### src/hw/rtl/attack_release_envelope_assert.svh
// Assertion macros shared by the envelope RTL.
// Each macro names the assertion, takes an antecedent and a consequent, and
// reports through $error. The clock is clk and the checks pause during rst.
`ifndef ATTACK_RELEASE_ENVELOPE_ASSERT_SVH
`define ATTACK_RELEASE_ENVELOPE_ASSERT_SVH

// Consequent must hold in the same cycle as the antecedent.
`define ARE_ASSERT_SAME(label, ante, cons, msg) \
  label: assert property (@(posedge clk) disable iff (rst) (ante) |-> (cons)) \
    else $error(msg);

// Consequent must hold in the cycle after the antecedent.
`define ARE_ASSERT_NEXT(label, ante, cons, msg) \
  label: assert property (@(posedge clk) disable iff (rst) (ante) |=> (cons)) \
    else $error(msg);

`endif

### src/hw/rtl/are_pkg.sv
package are_pkg;

  localparam int CHANNEL_W   = 4;
  localparam int LEVEL_W     = 24;
  localparam int COUNT_W     = 32;
  localparam int CFG_INDEX_W = 3;
  localparam int CFG_DATA_W  = 24;

  // Q1.23 full scale (1.0).
  localparam logic [LEVEL_W-1:0]   FULL_SCALE = 24'h800000;
  // One half in Q0.24, added before the product is cut back to 24 bits.
  localparam logic [2*LEVEL_W-1:0] ROUND_HALF = 48'h0000_0080_0000;
  localparam logic [COUNT_W-1:0]   COUNT_MAX  = 32'hFFFF_FFFF;

  // Configuration register indexes.
  localparam logic [CFG_INDEX_W-1:0] REG_ATTACK_EXP  = 3'd0;
  localparam logic [CFG_INDEX_W-1:0] REG_RELEASE_EXP = 3'd1;
  localparam logic [CFG_INDEX_W-1:0] REG_ATTACK_STEP = 3'd2;
  localparam logic [CFG_INDEX_W-1:0] REG_RELEASE_STEP = 3'd3;
  localparam logic [CFG_INDEX_W-1:0] REG_ATTACK_COEF = 3'd4;
  localparam logic [CFG_INDEX_W-1:0] REG_RELEASE_COEF = 3'd5;

  typedef struct packed {
    logic [CHANNEL_W-1:0] channel;
    logic                 gate_on;
    logic                 restart;
  } are_in_t;

  typedef struct packed {
    logic [CHANNEL_W-1:0] out_channel;
    logic [LEVEL_W-1:0]   level;
    logic [COUNT_W-1:0]   elapsed_samples;
    logic                 in_release;
  } are_out_t;

  // One channel's stored state, one memory word.
  typedef struct packed {
    logic [LEVEL_W-1:0] level;
    logic [COUNT_W-1:0] count;
    logic               gate;
  } are_state_t;

endpackage

### src/hw/rtl/attack_release_envelope.sv
// Multichannel attack/release envelope. Each input item is one sample tick of
// one channel; the block returns one result item per tick with the channel's
// new Q1.23 level, the number of samples already spent in the current phase
// (saturating) and the phase flag. The block takes one item every clock
// cycle unless the output is stalled, also when consecutive items hit the
// same channel. An accepted item passes the compute stage and then the output
// register before its result is presented. The per-channel state
// (level, phase count, last gate) lives in a memory with a registered read
// port: an item reads its channel's word when it is accepted and writes it
// back when it leaves the compute stage, and the value written last is
// forwarded to the item that follows, so the read-modify-write loop closes
// through one shared 24 x 24 multiplier. Per-channel valid bits, cleared by
// reset, make every channel start at level zero in release with a zero count,
// so no clearing pass is needed. A tick for a channel at or above CHANNELS
// changes no state and returns level zero and elapsed count zero. The
// configuration registers may only be written while no item is in flight.
module attack_release_envelope #(
  parameter int CHANNELS = 16
) (
  input  logic                              clk,
  input  logic                              rst,
  input  logic                              req_valid,
  output logic                              req_ready,
  input  are_pkg::are_in_t                  req,
  output logic                              rsp_valid,
  input  logic                              rsp_ready,
  output are_pkg::are_out_t                 rsp,
  input  logic                              cfg_valid,
  output logic                              cfg_ready,
  input  logic [are_pkg::CFG_INDEX_W-1:0]   cfg_index,
  input  logic [are_pkg::CFG_DATA_W-1:0]    cfg_data
);

  import are_pkg::*;

  `include "attack_release_envelope_assert.svh"

  localparam int AW  = (CHANNELS > 1) ? $clog2(CHANNELS) : 1;
  localparam int AXW = AW + CHANNEL_W;

  // Configuration registers.
  logic               attack_exponential;
  logic               release_exponential;
  logic [LEVEL_W-1:0] attack_step;
  logic [LEVEL_W-1:0] release_step;
  logic [LEVEL_W-1:0] attack_coef;
  logic [LEVEL_W-1:0] release_coef;

  // The register file accepts a write in every cycle.
  assign cfg_ready = 1'b1;

  always_ff @(posedge clk) begin
    if (rst) begin
      attack_exponential  <= 1'b0;
      release_exponential <= 1'b0;
      attack_step         <= FULL_SCALE;
      release_step        <= FULL_SCALE;
      attack_coef         <= '0;
      release_coef        <= '0;
    end else if (cfg_valid && cfg_ready) begin
      case (cfg_index)
        REG_ATTACK_EXP:   attack_exponential  <= cfg_data[0];
        REG_RELEASE_EXP:  release_exponential <= cfg_data[0];
        REG_ATTACK_STEP:  attack_step         <= cfg_data;
        REG_RELEASE_STEP: release_step        <= cfg_data;
        REG_ATTACK_COEF:  attack_coef         <= cfg_data;
        REG_RELEASE_COEF: release_coef        <= cfg_data;
        default: ;
      endcase
    end
  end

  // Handshake and address of the incoming item.
  logic           req_accept;
  logic [AXW-1:0] req_ext;
  logic [AW-1:0]  req_addr;
  logic           req_in_range;

  // Compute stage: the item whose memory word is being read out.
  logic           s1_valid;
  are_in_t        s1_item;
  logic [AW-1:0]  s1_addr;
  logic           s1_in_range;
  logic           s1_go;

  // State memory, its valid bits and the read port.
  are_state_t     mem [CHANNELS];
  logic [CHANNELS-1:0] written;
  are_state_t     rd_data;
  logic           rd_written;
  logic           mem_we;

  // Copy of the last word written, for an item that read before that write.
  logic           fwd_valid;
  logic [AW-1:0]  fwd_addr;
  are_state_t     fwd_state;

  // Update datapath.
  are_state_t           st_old;
  are_state_t           st_new;
  logic [LEVEL_W-1:0]   lv_pre;
  logic [COUNT_W-1:0]   cnt_base;
  logic [LEVEL_W-1:0]   mul_a;
  logic [LEVEL_W-1:0]   mul_c;
  logic [2*LEVEL_W-1:0] product;
  logic [2*LEVEL_W-1:0] rounded;
  logic [LEVEL_W-1:0]   scaled;
  logic [LEVEL_W:0]     lin_sum;
  logic [LEVEL_W-1:0]   lv_rise;
  logic [LEVEL_W-1:0]   lv_fall;
  are_out_t             result;

  assign req_accept   = req_valid && req_ready;
  assign req_ext      = AXW'(req.channel);
  assign req_addr     = req_ext[AW-1:0];
  assign req_in_range = int'(req.channel) < CHANNELS;

  // The compute stage moves on whenever the output register is free or being
  // emptied, and a new item may enter whenever the compute stage moves on.
  assign s1_go     = !rsp_valid || rsp_ready;
  assign req_ready = !s1_valid || s1_go;
  assign mem_we    = s1_valid && s1_go && s1_in_range;

  always_ff @(posedge clk) begin
    if (rst) begin
      s1_valid <= 1'b0;
    end else if (req_ready) begin
      s1_valid <= req_valid;
    end
  end

  always_ff @(posedge clk) begin
    if (req_accept) begin
      s1_item     <= req;
      s1_addr     <= req_addr;
      s1_in_range <= req_in_range;
    end
  end

  // Synchronous read at acceptance, write-back when the item leaves the
  // compute stage. A read and a write at the same edge return the old word.
  always_ff @(posedge clk) begin
    if (req_accept) begin
      rd_data <= mem[req_addr];
    end
    if (mem_we) begin
      mem[s1_addr] <= st_new;
    end
  end

  always_ff @(posedge clk) begin
    if (rst) begin
      written    <= '0;
      rd_written <= 1'b0;
    end else begin
      if (req_accept) begin
        rd_written <= req_in_range && written[req_addr];
      end
      if (mem_we) begin
        written[s1_addr] <= 1'b1;
      end
    end
  end

  always_ff @(posedge clk) begin
    if (rst) begin
      fwd_valid <= 1'b0;
    end else if (mem_we) begin
      fwd_valid <= 1'b1;
    end
  end

  always_ff @(posedge clk) begin
    if (mem_we) begin
      fwd_addr  <= s1_addr;
      fwd_state <= st_new;
    end
  end

  // Current state of the channel. The forwarded word is never older than the
  // memory word, so it wins whenever the address matches.
  always_comb begin
    if (fwd_valid && (fwd_addr == s1_addr)) begin
      st_old = fwd_state;
    end else if (rd_written) begin
      st_old = rd_data;
    end else begin
      st_old = '0;
    end
  end

  always_comb begin
    // A phase change or a restart begins the sample count anew.
    if ((s1_item.gate_on != st_old.gate) || s1_item.restart) begin
      cnt_base = '0;
    end else begin
      cnt_base = st_old.count;
    end

    // A restart presets the level to the start of the phase.
    if (s1_item.restart) begin
      lv_pre = s1_item.gate_on ? '0 : FULL_SCALE;
    end else begin
      lv_pre = st_old.level;
    end

    // One multiplier serves both curves: attack scales the distance to full
    // scale, release scales the level itself.
    mul_a   = s1_item.gate_on ? (FULL_SCALE - lv_pre) : lv_pre;
    mul_c   = s1_item.gate_on ? attack_coef : release_coef;
    product = (2*LEVEL_W)'(mul_a) * (2*LEVEL_W)'(mul_c);
    rounded = product + ROUND_HALF;
    scaled  = rounded[2*LEVEL_W-1:LEVEL_W];

    lin_sum = {1'b0, lv_pre} + {1'b0, attack_step};

    if (attack_exponential) begin
      lv_rise = FULL_SCALE - scaled;
    end else if (lin_sum > {1'b0, FULL_SCALE}) begin
      lv_rise = FULL_SCALE;
    end else begin
      lv_rise = lin_sum[LEVEL_W-1:0];
    end

    if (release_exponential) begin
      lv_fall = scaled;
    end else if (release_step >= lv_pre) begin
      lv_fall = '0;
    end else begin
      lv_fall = lv_pre - release_step;
    end

    st_new.level = s1_item.gate_on ? lv_rise : lv_fall;
    st_new.count = (cnt_base == COUNT_MAX) ? cnt_base : cnt_base + COUNT_W'(1);
    st_new.gate  = s1_item.gate_on;

    result.out_channel     = s1_item.channel;
    result.in_release      = !s1_item.gate_on;
    result.level           = s1_in_range ? st_new.level : '0;
    result.elapsed_samples = s1_in_range ? cnt_base : '0;
  end

  // Output register: parts the compute stage from the consumer.
  always_ff @(posedge clk) begin
    if (rst) begin
      rsp_valid <= 1'b0;
    end else if (s1_go) begin
      rsp_valid <= s1_valid;
    end
  end

  always_ff @(posedge clk) begin
    if (s1_valid && s1_go) begin
      rsp <= result;
    end
  end

  `ARE_ASSERT_NEXT(a_accept_enters_stage, req_valid && req_ready, s1_valid,
                   "accepted item did not reach the compute stage")
  `ARE_ASSERT_NEXT(a_stage_reaches_output, s1_valid && s1_go, rsp_valid,
                   "item leaving the compute stage did not reach the output")
  `ARE_ASSERT_NEXT(a_restart_clears_count, s1_valid && s1_go && s1_item.restart,
                   rsp.elapsed_samples == '0, "restart did not clear the sample count")
  `ARE_ASSERT_SAME(a_level_in_range, rsp_valid, rsp.level <= FULL_SCALE,
                   "level above full scale")

endmodule
### config.mk
export PLATFORM = sky130hd
export DESIGN_NAME = attack_release_envelope
export DESIGN_NICKNAME = d
export VERILOG_FILES = /design/src/hw/rtl/are_pkg.sv /design/src/hw/rtl/attack_release_envelope.sv
export VERILOG_INCLUDE_DIRS = /design/src /design/src/hw/rtl
export SDC_FILE = /design/constraint.sdc
export NUM_CORES = 2
export LEC_CHECK = 0
export BUFFER_PORTS_ARGS = -buffer_cell sky130_fd_sc_hd__buf_2
export CAP_MARGIN = 15
export CORE_AREA = 2 2 335 420
export CTS_BUF_LIST = sky130_fd_sc_hd__clkbuf_2
export DETAILED_ROUTE_END_ITERATION = 10
export DIE_AREA = 0 0 337 422
export MAX_ROUTING_LAYER = met4
export PLACE_DENSITY = 0.67
export SLEW_MARGIN = 20
export SYNTH_ARGS = -nofsm -noshare
export SYNTH_HDL_FRONTEND = slang
export SYNTH_SLANG_ARGS = --single-unit
### constraint.sdc
create_clock -name clk -period 21 [get_ports clk]
set_input_delay 3.15 -clock clk [delete_from_list [all_inputs] [get_ports clk]]
set_output_delay 3.15 -clock clk [all_outputs]
set_load 0.01 [all_outputs]
======== Word level (Yosys, flattened, before mapping) ========
Memories as Yosys holds them, arrays and structs flattened. A register that Yosys moved wholly into a read port is not among the register bits.
Index checks and enable logic that the tools add are counted.
word-level totals
  bits in registers ....................... 218
  word-level logic and storage cells ...... 78
  memories kept ........................... 1
  bits of input ports ..................... 38
  output and inout bits ................... 64
  RAM bits ................................ 912
memory list
  name  words  bits a word  read ports  clocked after Yosys merged registers in  write ports  RTL line                       text
  mem   16     57           1           1                                        1            attack_release_envelope.sv:87  are_state_t mem [CHANNELS];
cells by class
  muxes and demuxes ....................... 19
  $add $sub $neg .......................... 6
  multipliers ............................. 1
  bitwise gates (word level) .............. 1
  reductions and logical operators ........ 17
  $lt $le $gt $ge ......................... 5
  eq/ne operators ......................... 8
operators with widths
  kind                    number
  $mux 24                 9
  $mux 57                 2
  $mux 32                 2
  $add 48x24->48 const B  1
  $mul 24x24->48          1
  $sub 24x24->24 const A  2
  $add 32x1->32 const B   1
  $eq 32x32->1 const B    1
  $add 24x24->25          1
  $gt 25x24->1 const B    1
  $ge 24x24->1            1
  $sub 24x24->24          1
  $or 16x16->16           1
  $reduce_and 2->1        6
  $lt 4x5->1 const B      2
  $eq 3x2->1 const B      2
  $eq 3x3->1 const B      2
  $bmux 1 s4              1
  $demux 1 s4             1
  $eq 4x4->1              1
  $ge 4x1->1 const B      1
  $logic_and 1x1->1       4
  $mux 1                  4
  $eq 3x1->1 const B      1
  4 further kinds         8

======== Longest topological paths before layout ========
  depth after elaboration ................. 11
  mapped depth ............................ 46
  gate-level depth less buffers ........... 42

======== Worst setup path before layout ========
No wires, ideal clock.
  path kind ............................... input port to flip-flop
  start ................................... in rsp_ready
  end ..................................... mem mem[12][0] (netlist name) (enable)
  path slack .............................. 8.128 ns
  arrival ................................. 12.328 ns
  cell stages on the path ................. 4
  required time ........................... 20.456 ns
  path buffers ............................ 0
  setup time .............................. 0.544 ns
  path through ............................ nor2b_1 nor2b_1 nand3_1 nor3_1
between the ends
  cells in the longest elaborated chain, start to end .. 4
RTL lines
  what                          RTL line                        text
  start: declaration            attack_release_envelope.sv:26   input logic rsp_ready,
  $logic_or 1x1->1              attack_release_envelope.sv:120  assign s1_go = !rsp_valid || rsp_ready;
  $logic_and 1x1->1             attack_release_envelope.sv:122  assign mem_we = s1_valid && s1_go && s1_in_range;
  via mem_we                    attack_release_envelope.sv:91   logic mem_we;
  $mux 1                        attack_release_envelope.sv:146  if (mem_we) begin
  $mux 1 (implied by the code)  attack_release_envelope.sv:147  mem[s1_addr] <= st_new;
  end: declaration              attack_release_envelope.sv:87
The timed path passes the listed nets, and every way through them passes these cells.

==> flow_metrics.tcl <==
set metrics [dict create \
    outcome "completed" \
    rsz0062_at_grt "no" \
    synth_fa_ha_area_frac 0.185 \
    clock_tree.buffer_depth 4 \
    rows 153 \
    grt_overflow 0 \
    endpoint_kind "register" \
    critPathBufInv 6 \
    synth_top_family_by_area "adder cells" \
    ys_ff_latch 1187 \
    holdWs_ps 458 \
    die_h_microns 422 \
    grt_first_pass_wirelength_microns 304000 \
    synth_nets 6020 \
    max_stage_delay_ps 1000 \
    crit_top_cell "fa_1" \
    multi_input_area_sq_um 31300 \
    cp_data_arrival_time_ps 16060 \
    yosysWarnings 0 \
    hpwl_microns 140000 \
    cpLargestDelayFamily "simple AND/OR/NAND/NOR gates" \
    fin_setup_tns_ps 0 \
    cts.clk_slew.worst_paths_ps 100 \
    p_leak_nw 28.6 \
    start_kind "register" \
    synth_top_area_cell "edfxtp_1" \
    drv_slew 0 \
    p_per_area_nw_per_um2 59.8 \
    post-route-period-util 0.713 \
    ios 102 \
    dp.cells 7097 \
    via_per_inst 5.94 \
    min_path_type "reg2reg" \
    synth_compound_area_frac 0.0516 \
    clk_latency_ps 1600 \
    drt_wl_total_microns 205000 \
    fin_worst_skew_ps 165 \
    gp_congestion 1.03 \
    met1_length_microns 72600 \
    register_area_sq_um 34500 \
    start_util 0.496 \
    synth_cell_type_count 95 \
    cts.sinks 1187 \
    slowest_stage "a311oi_2" \
    antenna_found_initial 11 \
    dieArea_sq_um 142000 \
    synth_top_area_frac 0.467 \
    hold_violations 0 \
    synthCells 5256 \
    drtPass1Iterations 5 \
    cts_tree "yes" \
    htreeDepth 5 \
    synth-simple-area-share 0.0903 \
    vias 45100 \
    dr.max_layer_used "met4" \
    finalSetupViolations 0 \
    fin_nets 6293 \
    drc 0 \
    path_max_fanout 33 \
    yosys-top-cells-count "edfxtp_1 (1,069), inv_1 (622), nand2_1 (574), nor2_1 (492), fa_1 (483)" \
    max_freq_ghz 0.0668 \
    required_ps 22090 \
    ctsResizeCount 0 \
    ir_drop_mv 0.0610 \
    root_buffer "clkbuf_2" \
    synth.area.top_cells "edfxtp_1 (47%), fa_1 (14%), mux4_2 (9.5%)" \
    final_layout_size_suffix_gt1_frac 0.195 \
    synth_xor_area_frac 0.0193 \
    wl_met2_microns 102000 \
    holdBufCountCts 0 \
    synth-edff-count 1069 \
    wl_met3_microns 16100 \
    syn_to_final_growth_pct 8.41 \
    cts_setup_buffers 0 \
    relSlewSlack 0.184 \
    synthFlopType "edfxtp_1" \
    worstSetupPathType "reg2reg" \
    yosysMostFrequentCell "edfxtp_1" \
    grt_pass1_vias 47200 \
    grt_max_degree 119 \
    cap_viol_max_count 0 \
    ant_nets 0 \
    wl_per_cell_microns 27.0 \
    fin_cells 7587 \
    synthMuxAreaShare 0.102 \
    grt_usage 0.304 \
    port_buffers 100 \
    drt-initial-drc-count 4199 \
    nFillCells 11700 \
    syn_area_sq_um 68700 \
    fin_crit_ps 14970 \
    core-area_sq_um 138000 \
    synth_seq_area_share 0.502 \
    die_x_microns 337 \
    async_flop_share 0 \
    cts-buffers-inserted 289 \
    tightestPinTransition_ps 1220 \
    avgSynthCellArea_sq_um 13.1 \
]
[sequential cells by signal, indices dropped and copies added, names as in the netlist, 2 cells and up]
register	flops
rd_data	57
rsp	61
attack_step	24
attack_coef	24
release_coef	24
written	16
s1_addr	4
mem	912
s1_item	2
fwd_state	33
release_step	24
[worst paths after layout]
check / from / to / slack, ps / depth (start not counted)
max: s1_addr[0] / mem[2][56] / 6030 / 38
min: release_coef[1] / release_coef[1] / 460 / 2
max reg2reg: s1_addr[0] / mem[2][56] / 6030 / 38
min reg2reg: release_coef[1] / release_coef[1] / 460 / 2
[per-layer routing]
layer / track usage / vias to the layer above
met5: - / -
met4: 0.180 / 0
met3: 0.0606 / 605
met2: 0.491 / 2244
met1: 0.351 / 23000
li1: - / 19200
[cell usage in the layout (no fill, tap or decap), drive strengths merged, types with 15 or more instances in the layout]
cell | netlist | layout
dfxtp | 118 | 118
nor2 | 493 | 493
xnor2 | 81 | 81
o21ai | 67 | 67
mux4 | 290 | 290
mux2 | 18 | 18
a21o | 30 | 30
and2 | 15 | 15
nand2b | 25 | 25
nand3 | 81 | 81
a211oi | 16 | 16
nor4 | 25 | 25
inv | 622 | 627
buf | 67 | 246
nor3 | 41 | 41
a31oi | 21 | 21
a21oi | 267 | 267
xor2 | 69 | 69
clkbuf | 197 | 412
o21a | 17 | 17
nand4 | 46 | 46
nand3b | 16 | 16
ha | 243 | 243
edfxtp | 1069 | 1069
nand2 | 574 | 574
clkinv | 0 | 59
mux2i | 27 | 27
nor2b | 16 | 16
and3 | 32 | 32
a221oi | 33 | 33
fa | 483 | 483
[cell type report]
cell class	count	area share
sequential	1187	0.463
multi-input combinational	3183	0.420
inverter	622	0.0313
tap	1860	0.0312
clock buffer	412	0.0277
timing repair buffer	246	0.0221
clock inverter	66	0.00423
antenna	11	0.000370
[report_power, final]
part           leakage, nW  total [mW]  switching [mW]  internal, mW
sequential            10.6        2.62          0.0204          2.60
combinational         16.1       0.401           0.264         0.137
clock                 1.87        1.43           0.889         0.545
total                 28.6        4.46            1.17          3.28
[logic make-up after synthesis]
kind of cell	Yosys count
AND/OR/NAND/NOR	1414
flip-flops	1187
multiplexers	335
AO/OA/AOI/OAI	557
other	1
buffers and inverters	886
XOR/XNOR	150
adder cells (fa/ha/maj)	726
[worst reg2reg max path, delay by kind of cell (launching register included)]
kind,cells,cell delay [ps]
DFF,1,570
adders and majority gates,9,4190
buffers and inverters,6,890
xor gates and xnor gates,3,1270
AOI/OAI and AO/OA,7,3300
and+or+nand+nor,13,4280
[metrics by stage]
step | power, mW | cell area (sq um) | utilization | setup slack (ps)
detailed placement | 3.07 | 71900 | 0.519 | 6410
global route | 4.63 | 74500 | 0.538 | 5490
floorplan | 2.92 | 68700 | - | 8130
finish | 4.46 | 74500 | 0.538 | 6030
CTS | 4.48 | 74200 | 0.536 | 6230
global placement | 3.07 | 71800 | 0.519 | 6710
No activity file was read; power rests on OpenSTA's default activity.
